$ cat src/rtl/spfm_pkg.sv
// Shared types and constants for the slave polling frame master.
`default_nettype none
package spfm_pkg;

  localparam int NUM_SLAVES_DEF = 3;
  localparam int CMDQ_DEPTH     = 2;
  localparam int ADDR_W         = 4;

  localparam logic [15:0] SUB_PERIOD_RST    = 16'd100;
  localparam logic [15:0] REPORT_PERIOD_RST = 16'd10;
  localparam logic [7:0]  LAST_ID_RST       = 8'd3;
  localparam logic [7:0]  POLL_PAYLOAD_RST  = 8'hFD;
  localparam logic [7:0]  POLL_ID_RST       = 8'h01;

  localparam logic [7:0] FRAME_START = 8'hFF;
  localparam logic [7:0] FRAME_END   = 8'hEE;

  localparam logic OP_RX   = 1'b0;
  localparam logic OP_TICK = 1'b1;

  localparam logic PORT_SLAVE  = 1'b0;
  localparam logic PORT_SERVER = 1'b1;

  // register index, taken from paddr[3:2]
  localparam logic [1:0] REG_SUB_PERIOD    = 2'd0;
  localparam logic [1:0] REG_REPORT_PERIOD = 2'd1;
  localparam logic [1:0] REG_LAST_ID       = 2'd2;
  localparam logic [1:0] REG_POLL_PAYLOAD  = 2'd3;

  typedef struct packed {
    logic       operation;
    logic [7:0] rx_byte;
  } in_word_t;

  typedef struct packed {
    logic       port;
    logic [7:0] tx_byte;
    logic       last;
  } out_word_t;

  typedef struct packed {
    logic [7:0] poll_id;
    logic [7:0] payload;
  } cmd_t;

endpackage
`default_nettype wire

$ cat src/rtl/slave_polling_frame_master.sv
// Top level: config registers, front end, command queue and back end.
//
//  channel | handshake          | payload
//  --------+--------------------+--------------------------------------
//  item    | push / full        | in_word_t  {operation, rx_byte}
//  result  | empty / pop        | out_word_t {port, tx_byte, last}
//  config  | APB psel/penable   | paddr[3:0], pwdata/prdata 32 bit
//
// One item is taken per cycle while full is low; a received byte or a tick
// is fully handled in the cycle it is accepted. A burst tick queues one
// command; the back end loads it, then sends NUM_SLAVES+7 words, one per
// cycle while pop keeps up. full rises only when the command queue holds
// CMDQ_DEPTH bursts not yet started. Reset is synchronous and restores the
// register defaults; counters, live marks and the queues are cleared.
`default_nettype none
module slave_polling_frame_master
  import spfm_pkg::*;
#(
  parameter int NUM_SLAVES = NUM_SLAVES_DEF
) (
  input  wire logic              clk,
  input  wire logic              rst,
  input  wire logic              push,
  output logic                   full,
  input  wire in_word_t          item,
  output logic                   empty,
  input  wire logic              pop,
  output out_word_t              result,
  input  wire logic              psel,
  input  wire logic              penable,
  input  wire logic              pwrite,
  input  wire logic [ADDR_W-1:0] paddr,
  input  wire logic [31:0]       pwdata,
  output logic [31:0]            prdata,
  output logic                   pready
);

  localparam int CMD_W = $bits(cmd_t) + NUM_SLAVES;

  logic [15:0] sub_period;
  logic [15:0] report_period;
  logic [7:0]  last_slave_id;
  logic [7:0]  poll_payload;

  logic                  accept;
  logic                  trig;
  cmd_t                  front_cmd;
  logic [NUM_SLAVES-1:0] front_live;
  logic [CMD_W-1:0]      q_rdata;
  logic                  q_empty;
  logic                  q_rd;
  logic                  wr_en;

  assign pready = 1'b1;
  assign wr_en  = psel && penable && pwrite;
  assign accept = push && !full;

  always_ff @(posedge clk) begin
    if (rst) begin
      sub_period    <= SUB_PERIOD_RST;
      report_period <= REPORT_PERIOD_RST;
      last_slave_id <= LAST_ID_RST;
      poll_payload  <= POLL_PAYLOAD_RST;
    end else if (wr_en) begin
      case (paddr[3:2])
        REG_SUB_PERIOD:    sub_period    <= pwdata[15:0];
        REG_REPORT_PERIOD: report_period <= pwdata[15:0];
        REG_LAST_ID:       last_slave_id <= pwdata[7:0];
        REG_POLL_PAYLOAD:  poll_payload  <= pwdata[7:0];
        default: ;
      endcase
    end
  end

  always_comb begin
    case (paddr[3:2])
      REG_SUB_PERIOD:    prdata = {16'd0, sub_period};
      REG_REPORT_PERIOD: prdata = {16'd0, report_period};
      REG_LAST_ID:       prdata = {24'd0, last_slave_id};
      REG_POLL_PAYLOAD:  prdata = {24'd0, poll_payload};
      default:           prdata = '0;
    endcase
  end

  spfm_front #(
    .NUM_SLAVES(NUM_SLAVES)
  ) u_front (
    .clk           (clk),
    .rst           (rst),
    .accept        (accept),
    .item          (item),
    .sub_period    (sub_period),
    .report_period (report_period),
    .last_slave_id (last_slave_id),
    .poll_payload  (poll_payload),
    .trig          (trig),
    .cmd           (front_cmd),
    .live_snap     (front_live)
  );

  spfm_cmdq #(
    .W     (CMD_W),
    .DEPTH (CMDQ_DEPTH)
  ) u_cmdq (
    .clk   (clk),
    .rst   (rst),
    .wr    (trig),
    .wdata ({front_live, front_cmd}),
    .rd    (q_rd),
    .rdata (q_rdata),
    .full  (full),
    .empty (q_empty)
  );

  spfm_back #(
    .NUM_SLAVES(NUM_SLAVES)
  ) u_back (
    .clk       (clk),
    .rst       (rst),
    .cmd_valid (!q_empty),
    .cmd       (q_rdata[$bits(cmd_t)-1:0]),
    .cmd_live  (q_rdata[CMD_W-1:$bits(cmd_t)]),
    .cmd_pop   (q_rd),
    .empty     (empty),
    .pop       (pop),
    .result    (result)
  );

endmodule
`default_nettype wire

$ cat src/rtl/spfm_front.sv
// Front end: frame receiver, tick counters and burst trigger.
`default_nettype none
module spfm_front
  import spfm_pkg::*;
#(
  parameter int NUM_SLAVES = NUM_SLAVES_DEF
) (
  input  wire logic                  clk,
  input  wire logic                  rst,
  input  wire logic                  accept,
  input  wire in_word_t              item,
  input  wire logic [15:0]           sub_period,
  input  wire logic [15:0]           report_period,
  input  wire logic [7:0]            last_slave_id,
  input  wire logic [7:0]            poll_payload,
  output logic                       trig,
  output cmd_t                       cmd,
  output logic [NUM_SLAVES-1:0]      live_snap
);

  logic [15:0]           tick_count;
  logic [15:0]           interval_count;
  logic [7:0]            poll_id;
  logic [2:0]            rx_count;
  logic [7:0]            rx_frame [4];
  logic [NUM_SLAVES-1:0] slave_live;

  logic [15:0] tick_inc;
  logic [15:0] interval_inc;
  logic        tick_wrap;
  logic        interval_wrap;
  logic [7:0]  sel_id;
  logic        frame_ok;
  logic        is_tick;
  logic        is_rx;

  assign is_tick       = accept && (item.operation == OP_TICK);
  assign is_rx         = accept && (item.operation == OP_RX);
  assign tick_inc      = tick_count + 16'd1;
  assign interval_inc  = interval_count + 16'd1;
  assign tick_wrap     = tick_inc >= sub_period;
  assign interval_wrap = interval_inc >= report_period;
  assign sel_id        = (poll_id > last_slave_id) ? POLL_ID_RST : poll_id;

  assign frame_ok = (rx_frame[0] == FRAME_START) && (rx_frame[3] == ~rx_frame[2]) &&
                    (item.rx_byte == FRAME_END);

  assign trig          = is_tick && tick_wrap && interval_wrap;
  assign cmd.poll_id   = sel_id;
  assign cmd.payload   = poll_payload;
  assign live_snap     = slave_live;

  always_ff @(posedge clk) begin
    if (rst) begin
      tick_count     <= '0;
      interval_count <= '0;
      poll_id        <= POLL_ID_RST;
    end else if (is_tick) begin
      if (!tick_wrap) begin
        tick_count <= tick_inc;
      end else begin
        tick_count <= '0;
        if (!interval_wrap) begin
          interval_count <= interval_inc;
        end else begin
          interval_count <= '0;
          poll_id        <= sel_id + 8'd1;
        end
      end
    end
  end

  // frame bytes are all rewritten before the check, so no clear is needed
  always_ff @(posedge clk) begin
    if (is_rx && rx_count != 3'd4) begin
      rx_frame[rx_count[1:0]] <= item.rx_byte;
    end
  end

  always_ff @(posedge clk) begin
    if (rst) begin
      rx_count   <= '0;
      slave_live <= '0;
    end else if (is_rx) begin
      if (rx_count != 3'd4) begin
        rx_count <= rx_count + 3'd1;
      end else begin
        rx_count <= '0;
        if (frame_ok) begin
          for (int i = 0; i < NUM_SLAVES; i++) begin
            if (rx_frame[1] == 8'(i + 1)) begin
              slave_live[i] <= 1'b1;
            end
          end
        end
      end
    end
  end

  a_rx_count_range: assert property (@(posedge clk) disable iff (rst)
    rx_count <= 3'd4) else $error("rx byte count out of range");

  a_trig_on_tick: assert property (@(posedge clk) disable iff (rst)
    trig |-> (accept && item.operation == OP_TICK))
    else $error("burst trigger without a tick");

endmodule
`default_nettype wire

$ cat src/rtl/spfm_cmdq.sv
// Small command queue between front and back.
`default_nettype none
module spfm_cmdq
  import spfm_pkg::*;
#(
  parameter int W     = 16,
  parameter int DEPTH = CMDQ_DEPTH
) (
  input  wire logic         clk,
  input  wire logic         rst,
  input  wire logic         wr,
  input  wire logic [W-1:0] wdata,
  input  wire logic         rd,
  output logic [W-1:0]      rdata,
  output logic              full,
  output logic              empty
);

  localparam int PTR_W = (DEPTH > 1) ? $clog2(DEPTH) : 1;
  localparam int CNT_W = $clog2(DEPTH + 1);

  logic [W-1:0]     mem [DEPTH];
  logic [PTR_W-1:0] wptr;
  logic [PTR_W-1:0] rptr;
  logic [CNT_W-1:0] count;
  logic             do_wr;
  logic             do_rd;

  assign full  = count == CNT_W'(DEPTH);
  assign empty = count == '0;
  assign do_wr = wr && !full;
  assign do_rd = rd && !empty;
  assign rdata = mem[rptr];

  always_ff @(posedge clk) begin
    if (do_wr) begin
      mem[wptr] <= wdata;
    end
  end

  always_ff @(posedge clk) begin
    if (rst) begin
      wptr  <= '0;
      rptr  <= '0;
      count <= '0;
    end else begin
      if (do_wr) begin
        wptr <= (wptr == PTR_W'(DEPTH - 1)) ? '0 : wptr + PTR_W'(1);
      end
      if (do_rd) begin
        rptr <= (rptr == PTR_W'(DEPTH - 1)) ? '0 : rptr + PTR_W'(1);
      end
      if (do_wr && !do_rd) begin
        count <= count + CNT_W'(1);
      end else if (do_rd && !do_wr) begin
        count <= count - CNT_W'(1);
      end
    end
  end

  a_no_overflow: assert property (@(posedge clk) disable iff (rst)
    !(wr && full)) else $error("command queue overflow");

endmodule
`default_nettype wire

$ cat src/rtl/spfm_back.sv
// Back end: plays one burst command out as server and poll frame words.
`default_nettype none
module spfm_back
  import spfm_pkg::*;
#(
  parameter int NUM_SLAVES = NUM_SLAVES_DEF
) (
  input  wire logic                  clk,
  input  wire logic                  rst,
  input  wire logic                  cmd_valid,
  input  wire cmd_t                  cmd,
  input  wire logic [NUM_SLAVES-1:0] cmd_live,
  output logic                       cmd_pop,
  output logic                       empty,
  input  wire logic                  pop,
  output out_word_t                  result
);

  localparam int BURST_LEN = NUM_SLAVES + 7;
  localparam int CNT_W     = $clog2(BURST_LEN);

  logic                  busy;
  logic [CNT_W-1:0]      cnt;
  cmd_t                  cur;
  logic [NUM_SLAVES-1:0] live_sr;
  logic                  out_valid;
  logic                  emit;
  logic                  in_live;
  out_word_t             word;

  assign cmd_pop = !busy && cmd_valid;
  assign emit    = busy && (!out_valid || pop);
  assign empty   = !out_valid;
  assign in_live = (cnt != '0) && (cnt <= CNT_W'(NUM_SLAVES));

  always_comb begin
    word.port    = PORT_SLAVE;
    word.tx_byte = FRAME_END;
    word.last    = 1'b0;
    if (cnt == '0) begin
      word.port    = PORT_SERVER;
      word.tx_byte = FRAME_START;
    end else if (in_live) begin
      word.port    = PORT_SERVER;
      word.tx_byte = {7'd0, live_sr[0]};
    end else if (cnt == CNT_W'(NUM_SLAVES + 1)) begin
      word.port    = PORT_SERVER;
      word.tx_byte = FRAME_END;
    end else if (cnt == CNT_W'(NUM_SLAVES + 2)) begin
      word.tx_byte = FRAME_START;
    end else if (cnt == CNT_W'(NUM_SLAVES + 3)) begin
      word.tx_byte = cur.poll_id;
    end else if (cnt == CNT_W'(NUM_SLAVES + 4)) begin
      word.tx_byte = cur.payload;
    end else if (cnt == CNT_W'(NUM_SLAVES + 5)) begin
      word.tx_byte = ~cur.payload;
    end else begin
      word.last = 1'b1;
    end
  end

  always_ff @(posedge clk) begin
    if (cmd_pop) begin
      cur     <= cmd;
      live_sr <= cmd_live;
    end else if (emit && in_live) begin
      live_sr <= live_sr >> 1;
    end
    if (emit) begin
      result <= word;
    end
  end

  always_ff @(posedge clk) begin
    if (rst) begin
      busy      <= 1'b0;
      cnt       <= '0;
      out_valid <= 1'b0;
    end else begin
      if (cmd_pop) begin
        busy <= 1'b1;
        cnt  <= '0;
      end else if (emit) begin
        if (cnt == CNT_W'(BURST_LEN - 1)) begin
          busy <= 1'b0;
        end
        cnt <= cnt + CNT_W'(1);
      end
      if (emit) begin
        out_valid <= 1'b1;
      end else if (pop) begin
        out_valid <= 1'b0;
      end
    end
  end

  a_cnt_range: assert property (@(posedge clk) disable iff (rst)
    busy |-> (cnt < CNT_W'(BURST_LEN))) else $error("burst index out of range");

  a_last_word: assert property (@(posedge clk) disable iff (rst)
    (!empty && result.last) |-> (result.port == PORT_SLAVE && result.tx_byte == FRAME_END))
    else $error("last flag on a word other than the poll end byte");

endmodule
`default_nettype wire

$ cat config.mk
export PLATFORM = sky130hd
export DESIGN_NAME = slave_polling_frame_master
export DESIGN_NICKNAME = d
export VERILOG_FILES = /design/src/rtl/spfm_pkg.sv /design/src/rtl/slave_polling_frame_master.sv /design/src/rtl/spfm_front.sv /design/src/rtl/spfm_cmdq.sv /design/src/rtl/spfm_back.sv
export SDC_FILE = /design/constraint.sdc
export NUM_CORES = 1
export LEC_CHECK = 0
export CAP_MARGIN = 20
export CORE_AREA = 5 5 154 185
export CTS_CLUSTER_SIZE = 40
export DETAILED_ROUTE_END_ITERATION = 8
export DIE_AREA = 0 0 159 190
export DONT_BUFFER_PORTS = 1
export PLACE_DENSITY = 0.57
export SKIP_CTS_REPAIR_TIMING = 1
export SKIP_LAST_GASP = 1
export SLEW_MARGIN = 20
export SYNTH_ARGS = -nofsm -noshare
export SYNTH_HDL_FRONTEND = slang
export SYNTH_HIERARCHICAL = 1
export SYNTH_SLANG_ARGS = --single-unit
$ cat constraint.sdc
create_clock -name clk -period 5.35 [get_ports clk]
set_input_delay 0.2675 -clock clk [delete_from_list [all_inputs] [get_ports clk]]
set_output_delay 0.2675 -clock clk [all_outputs]
set_load 0.1 [all_outputs]
==> metrics.yaml, run 1 <==
synthesis:
  yosysUniqueCellTypes: 68
  async_reset_ff_share_pct: 0
  yosys_register_bits: 204
  yosysWarnings: 6
  synth_area_per_cell_um2: 10.6
  syn_area_mm2: 0.0104
  synth_top_flop_cell: "dfxtp_1"
  synth_edf_count: 99
  synthCells: 979
  yosysSeqAreaShare_pct: 48.8
die:
  die_area_mm2: 0.0302
  ios: 97
  die_x_um: 159
  core_area_mm2: 0.0267
  start_util_pct: 39.0
  die_y_um: 190
  core.rowCount: 66
clock_tree:
  clk_latency_ns: 0.52
  htreeDepth: 1
  cts_buffer_depth: 3
  path_clk_slew_ns: 0.06
  cts_root_buf: "clkbuf_16"
  numCtsBuffers: 23
  cts_tree: "done"
  cts.sinks: 204
pwr:
  power.leakage_uw: 0.00440
  ir_drop_mv: 0.181
  power_density_mw_per_mm2: 302
place:
  place.gp.congestion: 0.812
  io_buffers: 0
  place_hpwl_um: 15000
sta:
  max_slew_margin_pct: 28.4
  tightestPinTransition_ns: 1.07
  hold_violations: 8
  clock_skew_ns: 0.0276
  post-route-min-period_ns: 4.26
  rsz0062_at_grt: "false"
  setup_tns_ns: 0
  max_freq_ghz: 0.235
  drv_slew: 0
  finalSetupViolations: 0
  post-route-period-util_pct: 79.7
  holdWs_ns: -0.0245
critical_path:
  worstPathRequired_ns: 5.77
  critPathCaptureType: "flip-flop"
  reg2regPathDepth: 18
  startpoint_type: "flip-flop"
  worst-setup-path-type: "reg2reg"
  cp_max_fo: 6
  arrival_ns: 4.69
cells_and_area:
  fin_nets: 1094
  utilization_pct: 43.8
  area_growth_syn_to_layout_pct: 12.4
  drive_gt1_share_pct: 10.3
grt:
  grt_pass1_wl_um: 34400
  grt_util_all_layers_pct: 13.6
  first_global_vias: 6594
  overflow: 0
  antenna_found_initial: 4
  grt_max_degree: 127
detailed_routing:
  vias: 6799
  vias_per_cell: 5.04
  routed_wl_um: 22500
  drt-initial-drc-count: 354
  routedWlPerCell_um: 16.7
  firstDrtPassIters: 5
  drc_errors: 0
  ant_nets: 0
worst_hold_path:
  hold_class: "in2reg"
  min_path_cells: 2
status:
  run_status: "finished, violations left"
  violations: "negative hold slack"
run:
  drv_cap: 0
## final timing paths
check | start | to | slack [ns]
min reg2reg | u_front/interval_count[15] | u_front/interval_count[15] | 0.47
min | pwdata[11] | report_period[11] | -0.02
max reg2reg | u_front/interval_count[0] | u_cmdq/count[1] | 1.09
max | u_front/interval_count[0] | u_cmdq/count[1] | 1.09
## synthesized netlist by cell type (3+ instances only)
library cell	number	area share (%)
a211oi_1	5	0.36
a21o_1	3	0.22
a21oi_1	59	2.8
a31oi_1	10	0.60
and2_1	15	0.90
and3_1	20	1.2
and4_1	4	0.34
buf_2	16	0.77
buf_4	30	2.2
buf_6	4	0.43
clkbuf_1	17	0.61
dfxtp_1	105	20
edfxtp_1	99	29
ha_1	52	6.3
inv_1	56	2.0
mux2_2	19	2.1
mux2i_1	54	5.2
mux4_2	8	1.7
nand2_1	39	1.4
nand2b_1	48	2.9
nand3_1	16	0.77
nand3b_1	20	1.4
nand4_1	10	0.60
nand4b_1	4	0.34
nor2_1	77	2.8
nor2b_1	19	1.1
nor3_1	7	0.34
nor3_2	3	0.29
nor4_1	5	0.30
o21a_1	5	0.36
o21ai_0	32	1.5
o21ai_1	23	1.1
or3_1	6	0.36
or3b_1	3	0.25
xnor2_1	19	1.6
xor2_1	27	2.3
## routing by layer
layer | up-vias | track usage (%) | share of wire [%]
met2 | 114 | 25.2 | 51
li1 | 3425 | - | -
met4 | 2 | 3.84 | 2.4
met5 | - | 0 | 0.058
met3 | 35 | 2.32 | 4.1
met1 | 3223 | 16.3 | 42
## layout make-up
cell class / count / area [um^2]
Clock buffer: 31 / 647
Clock inverter: 11 / 170
Tap cell: 340 / 425
Fill cell: 2553 / 15000
Inverter: 58 / 218
Timing Repair Buffer: 39 / 395
Multi-Input combinational cell: 664 / 4750
Sequential cell: 204 / 5070
Antenna cell: 1 / 2.50
## flip-flops by register name, summed over array words and instances (netlist names), 4 cells and up, named ones only
| name | flops |
|---|---|
| last_slave_id | 8 |
| poll_payload | 8 |
| report_period | 16 |
| sub_period | 16 |
| u_back/cnt | 4 |
| u_back/cur | 16 |
| u_back/result | 10 |
| u_cmdq/mem | 38 |
| u_front/interval_count | 16 |
| u_front/poll_id | 8 |
| u_front/rx_frame | 32 |
| u_front/tick_count | 16 |
## metrics by stage
| stage | instances | area [um^2] | total power [uW] | setup slack, ns | hold WS, ns |
|---|---|---|---|---|---|
| after floorplan | 994 | 10400 | 1860 | 1.18 | 0.337 |
| after global placement | 1275 | 10500 | 1850 | 1.24 | 0.358 |
| after detailed placement | 1275 | 10500 | 1850 | 1.15 | 0.364 |
| after CTS | 1317 | 11400 | 3540 | 1.08 | -0.164 |
| after global routing | 1348 | 11700 | 3650 | 0.769 | 0.000739 |
| final | 1348 | 11700 | 3530 | 1.09 | -0.0245 |
## cells in the final DEF, fill, tap and decap left out, types with 16 or more instances in the layout
| cell | count |
|---|---|
| a21oi_1 | 59 |
| and3_1 | 20 |
| clkbuf_16 | 24 |
| conb_1 | 17 |
| dfxtp_1 | 105 |
| dlygate4sd3_1 | 28 |
| edfxtp_1 | 99 |
| ha_1 | 52 |
| inv_1 | 56 |
| mux2_2 | 19 |
| mux2i_1 | 54 |
| nand2_1 | 39 |
| nand2b_1 | 48 |
| nand3_1 | 16 |
| nand3b_1 | 20 |
| nor2_1 | 69 |
| nor2b_1 | 18 |
| o21ai_0 | 32 |
| o21ai_1 | 23 |
| xnor2_1 | 19 |
| xor2_1 | 27 |
## kinds of logic (layout without fill, tap and decap cells)
group                    after synthesis  after routing  synth area share (%)
AND/OR/NAND/NOR                      316            316                  17.1
other                                  2             18                0.0723
adder cells (fa/ha/maj)               52             52                  6.26
multiplexers                          83             83                  9.21
XOR/XNOR                              46             46                  3.88
flip-flops                           204            204                  48.8
AO/OA/AOI/OAI                        150            150                  8.43
buffers and inverters                126            139                  6.22
## power by group
part	switching [uW]	leakage, uW	internal (uW)	total (uW)
clock	624	0.000399	1050	1670
sequential	7.17	0.00173	1640	1650
combinational	157	0.00228	52.5	210
## critical path, stage by stage, from the launching register on
cell       delay (ns)
dfxtp_1          0.38
ha_1             0.27
and3_1           0.26
and3_1           0.29
and3_1           0.29
and3_1           0.24
xor2_1           0.18
ha_1             0.27
o21ai_0          0.15
nor2_1           0.09
a2111oi_4        0.39
o21ai_4          0.11
nand3_1          0.16
inv_2            0.08
inv_1            0.08
nor2_1           0.07
ha_1             0.34
or3_1            0.35
a21oi_1          0.15
(Power assumes the default switching activity.)
==> run 2: changes to the inputs <==
- PLACE_DENSITY: 0.57 -> 0.59
- clock period: 5.35 -> 3.9 ns (I/O delays scaled with it)
==> metrics.yaml, run 2 (synthesized netlist as in run 1, its figures left out) <==
status:
  run_status: "finished, violations left"
  violations: "negative hold slack"
place:
  pre_cts_ws_ns: 0.0828
  io_buffers: 0
  place.gp.congestion: 0.813
  place_hpwl_um: 14900
  placed_cell_area_mm2: 0.0107
detailed_routing:
  vias: 7295
  firstDrtPassIters: 5
  drc_errors: 0
  routedWlPerCell_um: 16.1
  drt-initial-drc-count: 336
  routed_wl_um: 23300
  ant_nets: 0
  vias_per_cell: 5.03
critical_path:
  reg2regPathDepth: 17
  cp_max_fo: 4
  startpoint_type: "flip-flop"
  worstPathRequired_ns: 4.33
  critPathCaptureType: "flip-flop"
  worst-r2r-setup-slack_ns: 0.17
  arrival_ns: 4.16
  endpoint: "u_cmdq/count[1]"
  startpoint: "u_front/interval_count[0]"
  reg2reg_from: "u_front/interval_count[0]"
  worst-setup-path-type: "reg2reg"
  r2r_end: "u_cmdq/count[1]"
grt:
  overflow: 0
  grt_util_all_layers_pct: 13.7
  grt-busiest-layer: "met2"
  grt_max_degree: 127
  first_global_vias: 6681
  antenna_found_initial: 0
  grtUsageMet1_pct: 16.2
  use_met3_pct: 2.64
  grt_pass1_wl_um: 34700
  grtUsageMet2_pct: 25.3
pwr:
  ir_drop_mv: 0.338
  power.leakage_uw: 0.00484
  pwr-share-seq_pct: 49.2
  clkPwrFrac_pct: 44.5
  swShare_pct: 23.5
  power.total_uw: 4590
  p_sw_uw: 1080
  power_density_mw_per_mm2: 363
  p_int_uw: 3510
  p_comb_share_pct: 6.2
sta:
  hold_violations: 35
  setup_tns_ns: 0
  setup_slack_ns: 0.173
  rsz0062_at_grt: "true"
  max_slew_margin_pct: 27.7
  post-route-min-period_ns: 3.73
  max_freq_ghz: 0.268
  post-route-period-util_pct: 95.6
  clock_skew_ns: 0.0347
  drv_slew: 0
  finalSetupViolations: 0
  tightestPinTransition_ns: 1.08
  holdWs_ns: -0.171
clock_tree:
  path_clk_slew_ns: 0.06
  cts_buffer_depth: 3
  cts_tree: "done"
  cts.sinks: 204
  cts_root_buf: "clkbuf_16"
  htreeDepth: 1
  clk_latency_ns: 0.53
  numCtsBuffers: 23
die:
  core.rowCount: 66
  die_area_mm2: 0.0302
  die_x_um: 159
  die_y_um: 190
  start_util_pct: 39.0
  ios: 97
  core_area_mm2: 0.0267
cells_and_area:
  utilization_pct: 47.3
  antenna_cells: 0
  regMostFlops: "u_cmdq/mem"
  multi_input_area_mm2: 0.00480
  final-seq-area_mm2: 0.00508
  layout_commonest_cell: "dlygate4sd3_1"
  design_area_mm2: 0.0126
  largest_register_ffs: 38
  fin_nets: 1197
  area_growth_syn_to_layout_pct: 21.4
  drive_gt1_share_pct: 11.5
  nFillCells: 2467
  final_cell_mix: "115 x dlygate4sd3_1, 104 x dfxtp_1, 99 x edfxtp_1"
run:
  drv_cap: 0
worst_hold_path:
  hold_class: "in2reg"
run 2: how the worst min path moves through the flow:
stage                     from                     to  slack (ns)  cells after the start
final                      rst            u_cmdq/wptr       -0.17                      1
after floorplan            rst       u_back/out_valid        0.26                      1
after CTS                  rst     u_front/poll_id[5]       -0.26                      1
after global placement     rst       u_back/out_valid        0.28                      1
after global routing       rst  u_front/tick_count[3]       -0.22                      1
after detailed placement   rst            u_back/busy        0.29                      1
run 2: area by class of cell:
class / instances / area share, %
clock inverters: 11 / 0.744
inverters: 58 / 1.77
clock buffers: 30 / 4.85
flip-flops and latches: 204 / 40.2
well taps: 340 / 3.37
multi-input cells: 664 / 38.1
repair buffers: 142 / 11.0
run 2: per-stage QoR:
stage | hold slack [ns] | instances
floorplan | 0.264 | 994
global placement | 0.283 | 1289
detailed placement | 0.289 | 1289
CTS | -0.255 | 1330
global route | -0.217 | 1449
finish | -0.171 | 1449
run 2: per-layer routing:
| layer | wire, um | up-vias |
|---|---|---|
| li1 | - | 3639 |
| met1 | 9570 | 3503 |
| met2 | 12300 | 122 |
| met3 | 898 | 31 |
| met4 | 575 | 0 |
| met5 | 0 | - |
run 2: power groups by stage:
stage	Clock (uW)	Combinational (uW)	Sequential, uW
2_1_floorplan	0	251	2300
3_3_place_gp	0	234	2300
3_5_place_dp	0	235	2300
4_1_cts	2100	235	2260
5_1_grt	2190	301	2260
6_report	2040	286	2260
run 2: worst max-delay path, cell delays in order (launching register included):
cell and delay [ns]:
dfxtp_2 0.34, ha_1 0.21, and3_1 0.19, and3_1 0.19, and3_1 0.19, and3_4 0.19
xor2_1 0.14, ha_1 0.30, and4_1 0.24, a2111oi_4 0.37, o21ai_4 0.13, nand3_4 0.12
inv_4 0.05, inv_1 0.08, nor2_1 0.06, ha_1 0.34, or3_1 0.36, a21oi_1 0.14
